===== config.mk =====
export PLATFORM = sky130hd
export DESIGN_NAME = skl_cell
export DESIGN_NICKNAME = d
export VERILOG_FILES = /design/src/skl_pkg.sv /design/src/skl_cell.sv
export SDC_FILE = /design/constraint.sdc
export NUM_CORES = 1
export LEC_CHECK = 0
export ABC_CLOCK_PERIOD_IN_PS = 5650
export CAP_MARGIN = 20
export CORE_ASPECT_RATIO = 0.6
export CORE_MARGIN = 1.5
export CORE_UTILIZATION = 30
export DETAILED_ROUTE_END_ITERATION = 6
export DONT_BUFFER_PORTS = 1
export MAX_ROUTING_LAYER = met4
export PLACE_DENSITY = 0.48
export SYNTH_ARGS = -nofsm -noshare
export SYNTH_HDL_FRONTEND = slang
export SYNTH_SLANG_ARGS = --single-unit
export TNS_END_PERCENT = 5

===== constraint.sdc =====
create_clock -name aclk -period 5.65 [get_ports aclk]
set_input_delay 1.13 -clock aclk [delete_from_list [all_inputs] [get_ports aclk]]
set_output_delay 1.13 -clock aclk [all_outputs]
set_load 0.05 [all_outputs]

===== src/skl_pkg.sv =====
// ----------------------------------------------------------------------------
// skl_pkg
// Shared types and codes for the sorted key list table: beat layouts,
// operation and status codes, and the per-cell control and flag bundles.
// ----------------------------------------------------------------------------
package skl_pkg;

    localparam int KEY_WIDTH    = 32;
    localparam int HANDLE_WIDTH = 16;
    localparam int COUNT_OUT_W  = 7;

    // operation codes
    typedef enum logic [1:0] {
        OP_INSERT = 2'd0,
        OP_REMOVE = 2'd1,
        OP_SEARCH = 2'd2,
        OP_NONE   = 2'd3
    } op_t;

    // status codes
    localparam logic [1:0] STATUS_OK   = 2'd0;
    localparam logic [1:0] STATUS_FULL = 2'd1;
    localparam logic [1:0] STATUS_MISS = 2'd2;

    typedef struct packed {
        op_t                           operation;
        logic signed [KEY_WIDTH-1:0]   key;
        logic [HANDLE_WIDTH-1:0]       item_handle;
    } in_beat_t;

    typedef struct packed {
        logic [1:0]                    status;
        logic [HANDLE_WIDTH-1:0]       found_handle;
        logic [COUNT_OUT_W-1:0]        entry_count;
    } out_beat_t;

    // one stored entry
    typedef struct packed {
        logic signed [KEY_WIDTH-1:0]   key;
        logic [HANDLE_WIDTH-1:0]       handle;
    } entry_t;

    // where a cell takes its next entry from
    typedef enum logic [1:0] {
        SEL_HOLD  = 2'd0,
        SEL_LEFT  = 2'd1,
        SEL_RIGHT = 2'd2,
        SEL_NEW   = 2'd3
    } sel_t;

    typedef struct packed {
        logic capture;  // latch compare flags against the incoming key
        sel_t sel;
    } cell_ctrl_t;

    typedef struct packed {
        logic ge;   // stored key >= probe key
        logic le;   // stored key <= probe key
        logic eq;   // stored key == probe key
    } cell_flags_t;

endpackage


===== src/skl_cell.sv =====
// ----------------------------------------------------------------------------
// skl_cell
// One slot of the list: holds an entry, compares it with the probe key, and
// loads from its left or right neighbor when the list opens or closes a gap.
// ----------------------------------------------------------------------------
module skl_cell (
    input  logic                aclk,
    input  skl_pkg::cell_ctrl_t ctrl,
    input  logic signed [skl_pkg::KEY_WIDTH-1:0] cmp_key,
    input  skl_pkg::entry_t     new_entry,
    input  skl_pkg::entry_t     left_entry,
    input  skl_pkg::entry_t     right_entry,
    output skl_pkg::entry_t     entry_q,
    output skl_pkg::cell_flags_t flags_q
);

    skl_pkg::entry_t      entry_reg;
    skl_pkg::entry_t      entry_next;
    skl_pkg::cell_flags_t flags_reg;
    skl_pkg::cell_flags_t flags_next;

    // entry load select
    always_comb begin
        unique case (ctrl.sel)
            skl_pkg::SEL_HOLD:  entry_next = entry_reg;
            skl_pkg::SEL_LEFT:  entry_next = left_entry;
            skl_pkg::SEL_RIGHT: entry_next = right_entry;
            skl_pkg::SEL_NEW:   entry_next = new_entry;
            default:            entry_next = entry_reg;
        endcase
    end

    // signed compare against the probe key
    always_comb begin
        flags_next.ge = $signed(entry_reg.key) >= $signed(cmp_key);
        flags_next.le = $signed(entry_reg.key) <= $signed(cmp_key);
        flags_next.eq = entry_reg.key == cmp_key;
    end

    always_ff @(posedge aclk) begin
        entry_reg <= entry_next;
        if (ctrl.capture) begin
            flags_reg <= flags_next;
        end
    end

    assign entry_q = entry_reg;
    assign flags_q = flags_reg;

endmodule


* After elaboration in Yosys (flattened, before gate mapping)
Index checks and enable logic that the tools add are counted.
** Storage, ports and cells
- Word-level logic and storage cells :: 13
- Bits in registers :: 51
- Input port bits :: 180
** Cells by class
- Equal/unequal tests :: 4
- Reduce and logical (&&, ||, !) cells :: 1
- Multiplexer cells :: 1
- Order comparisons :: 2
** Operators by type and width (count)
- one-hot mux 48 bit (3 select lines) :: 1
- == test 32 bit :: 1
- >= comparator 32 bit :: 1
- <= comparator 32 bit :: 1
- == test 2 bit (second input constant) :: 2
- == test 2 x 1 -> 1 bit (second input constant) :: 1
- logical NOT 2 bit :: 1

* Depth between registers and ports, before layout
- Word-level depth :: 2
- Mapped depth :: 8

* Worst setup path after synthesis
Ideal clock, no wire load.
- Path type :: in2reg
- Start point :: input port cmp_key[14] (netlist name)
- End point :: register flags_reg (netlist bit flags_q[1]) (data pin)
- Stages on the path :: 8
- Arrival time :: 2.656 ns
- Setup slack :: 2.735 ns
- Path through :: inv_1 > ha_1 > nand4_1 > nor4_1 > a21boi_0 > o31ai_1 > o2111ai_1 > mux2_2
** RTL lines
- start, declared :: RTL line skl_cell.sv:9 : input logic signed [skl_pkg::KEY_WIDTH-1:0] cmp_key,
- end signal, assigned :: RTL line skl_cell.sv:43 : flags_reg <= flags_next;
- end, declared :: RTL line skl_cell.sv:19 : skl_pkg::cell_flags_t flags_reg;

==> impl_summary.log <==
[metrics] outcome: finished, violations left
[metrics] failing checks: DRC
[metrics] TritonCTS clock tree: done
[metrics] via total after detailed routing: 2373
[metrics] largest fanout of any net on the critical path: 3
[metrics] post-synthesis instance area: 3340 um^2
[metrics] top cell type's share of synthesized area: 45.9%
[metrics] CTS clk-pin slew, worst paths: about 0.07 ns
[metrics] sequential area share after synthesis: about 46%
[metrics] DIE HEIGHT: 84.7 um
[metrics] clock latency at the later pin of the worst-skew pair: just under 0.3 ns
[metrics] wire length per cell: 18.9 um
[metrics] Util after Layout: around a third
[metrics] count of buffers from port buffering: 0
[metrics] transition at the pin with the smallest max-transition slack: around 0.55 ns
[metrics] number of cell rows: 29
[metrics] via count of the first global-routing pass: 2434
[metrics] post-synth cell types: 28
[metrics] synth top area cells: edfxtp_1, mux2i_1, ha_1, a21oi_1, nor2_1
[metrics] CP endpoint kind: flop
[metrics] clock root cell: clkbuf_16
[metrics] full die area: 11800 um^2
[metrics] most area-hungry cell type in the Yosys netlist: edfxtp_1
[metrics] number of instances in the synthesized netlist: about 330
[metrics] pin count of the biggest net entering global routing: around 100
[metrics] Setup Fix Bufs, Post-CTS: 0
[metrics] H-tree lvl count: 2
[metrics] CTS Hold Bufs: 0
[metrics] flip-flop and latch count after synthesis: 51
[metrics] hold crit path type: primary input to flop
[metrics] unrepaired setup endpoints after global routing: false
[metrics] share of final-layout standard cells stronger than drive strength 1: approximately 4.0%
[metrics] final std cell area, no fill: around 3600 um^2
[metrics] starting utilization of the core area: 31.2%
[metrics] overall track demand over capacity in global routing: between 10% and 20%
[metrics] number of antenna violations at the first check in global routing: 0
[metrics] clk sinks: between 50 and 60
[metrics] largest buffer count on any clock path: 2
[metrics] total cell area at the placement stage: about 3400 um^2
[metrics] type of the worst setup path: primary input to flop
[metrics] max-cap viol count: 0
[metrics] area taken by multi-input logic gates: ~1600 um^2
[metrics] Detail Placement HPWL: between 6 and 7 mm
[metrics] Hold Vio Cnt, Final: 0
[metrics] storage element area: ~1500 um^2
[metrics] critical path required time: between 5 and 6 ns
[metrics] worst-case clock skew: about 0.007 ns
[metrics] wire length of the first global-routing pass: between 10 and 15 mm
[metrics] final net count: approximately 530
[metrics] leakage: between 0.0015 and 0.002 uW
[metrics] final-report max-slew violation count: 0
[metrics] total grt overflow: 0
[metrics] Crit Reg-Reg Startpoint: entry_q[30]$_DFFE_PP_
[metrics] Core Region: 10700 um^2
[metrics] sum of negative setup slack: 0 ns
[metrics] PostCTS Resize Cnt: 0
[metrics] mean post-synth cell area: about 10 um^2
[metrics] Pre-Repair DR Iteration Count: 6
[metrics] most frequent standard cell in the layout excluding fill and tap cells: a21oi_1
[metrics] Slew headroom: approximately 63%
[metrics] highest-count cells in the layout ignoring fill and taps: a21oi_1, edfxtp_1, nor2_1
[metrics] end of the worst hold path: flags_q[2]$_DFFE_PP_
[metrics] routed wire length: roughly 8.7 mm
[metrics] Layout Area Growth over Synthesis: 8.40%
[metrics] number of nets with antenna violations after detailed routing: 0
[metrics] time the worst path needs with I/O delays and setup: between 3 and 4 ns
[metrics] startpoint type of the worst setup path: primary input
[metrics] arrival time of the worst setup path: around 3.1 ns
[metrics] Finish-stage setup viols: 0
[metrics] Fill cells: between 1000 and 1500
[metrics] ANT cells: 0
[metrics] die width: approximately 140 um
[metrics] I/O pin cnt: around 230
[metrics] remaining design rule violation count: 12
[metrics] TritonCTS Buffers: 5
[metrics] number of cells traversed by the worst hold path: 0
[metrics] achievable frequency: about 0.32 GHz
[metrics] logic depth of the worst register-to-register path: 7
[metrics] maximum ir drop on the vdd rail: roughly 0.11 mV
[metrics] number of DRC violations after detailed-routing iteration 0: 86
[metrics] r2r setup slk: around 2.7 ns
[metrics] Yosys warnings: 0
[metrics] Pwr Density: 317 nW/um^2
[metrics] post-route clock period utilization: approximately 55%
[metrics] Synth Net Count: 541
[metrics] Hold Startpoint: ctrl[2]
[metrics] drt via density: 5.16
[metrics] worst flop-to-flop path endpoint: flags_q[2]$_DFFE_PP_
[metrics] global placement routability congestion: between 0.7 and 0.8
[synth_stat cells]
library cell / count
ha_1: 32
buf_1: 2
o21ai_0: 3
edfxtp_1: 51
and4_1: 3
a21oi_1: 59
nand4_1: 3
nor4_1: 1
a21oi_2: 1
nand2_1: 9
inv_1: 33
mux2_2: 2
nor2_1: 50
nand3_1: 4
nand2b_1: 1
clkbuf_1: 10
o2111ai_1: 1
or2_2: 1
a221oi_1: 1
a21boi_0: 1
or3_1: 1
nor2b_1: 1
a21o_1: 3
a221o_1: 1
mux2i_1: 48
o31ai_1: 1
buf_2: 5
o211ai_1: 1
[registers in the layout, indices dropped and copies added (netlist names)]
signal / cells
flags_q: 3
entry_q: 48
[critical path, cell delays in order]
cell       delay [ns]
inv_1            0.02
ha_1             0.32
nand4_1          0.18
nor4_1           0.56
a21boi_0         0.28
o31ai_1          0.13
o2111ai_1        0.13
mux2_2           0.37
[through the flow]
step	hold slack, ns	instances	setup WS (ns)	total power [uW]
after global placement	1.18	452	2.05	808
after detailed placement	1.20	452	2.11	810
after global routing	0.928	460	2.27	1210
after floorplan	1.12	329	2.73	782
after CTS	0.936	460	2.42	1160
final	0.944	460	2.56	1150
[area by class of cell]
class	instances	area share [%]
well taps	139	4.81
clock buffers	5	3.46
clock inverters	3	1.21
flip-flops and latches	51	42.3
repair buffers	1	0.207
inverters	33	3.42
multi-input cells	228	44.6
[cells by family after synthesis]
group	count (synthesis)	synth area share, %
flops	51	45.9
mux	50	15.1
fa+ha+maj	32	12.0
simple gates	74	9.52
buf+inv	50	5.81
compound gates	72	11.7
[power by group]
part	internal, uW	switching (uW)	leakage (uW)
registers	474	185	0.000514
logic	69.6	71.0	0.000987
clock network	209	140	0.0000838
total	753	396	0.00158
[metal layers]
metal / wire length [um] / track usage, % / vias up
met5: 0 / - / -
met4: 35 / 2.32 / 0
met3: 947 / 6.73 / 4
met2: 3880 / 23.5 / 113
met1: 3840 / 18.1 / 1098
li1: - / - / 1158
[worst max-delay path by stage]
| stage | start | end | slack [ns] | cells past startpoint |
|---|---|---|---|---|
| 2_1_floorplan | cmp_key[14] | flags_q[1]$_DFFE_PP_ | 2.73 | 8 |
| 3_3_place_gp | cmp_key[14] | flags_q[1]$_DFFE_PP_ | 2.05 | 8 |
| 3_5_place_dp | cmp_key[14] | flags_q[1]$_DFFE_PP_ | 2.11 | 8 |
| 4_1_cts | cmp_key[14] | flags_q[2]$_DFFE_PP_ | 2.42 | 8 |
| 5_1_grt | cmp_key[14] | flags_q[2]$_DFFE_PP_ | 2.27 | 8 |
| 6_report | cmp_key[14] | flags_q[2]$_DFFE_PP_ | 2.56 | 8 |
Note: power is estimated with default switching activity, not from simulation.
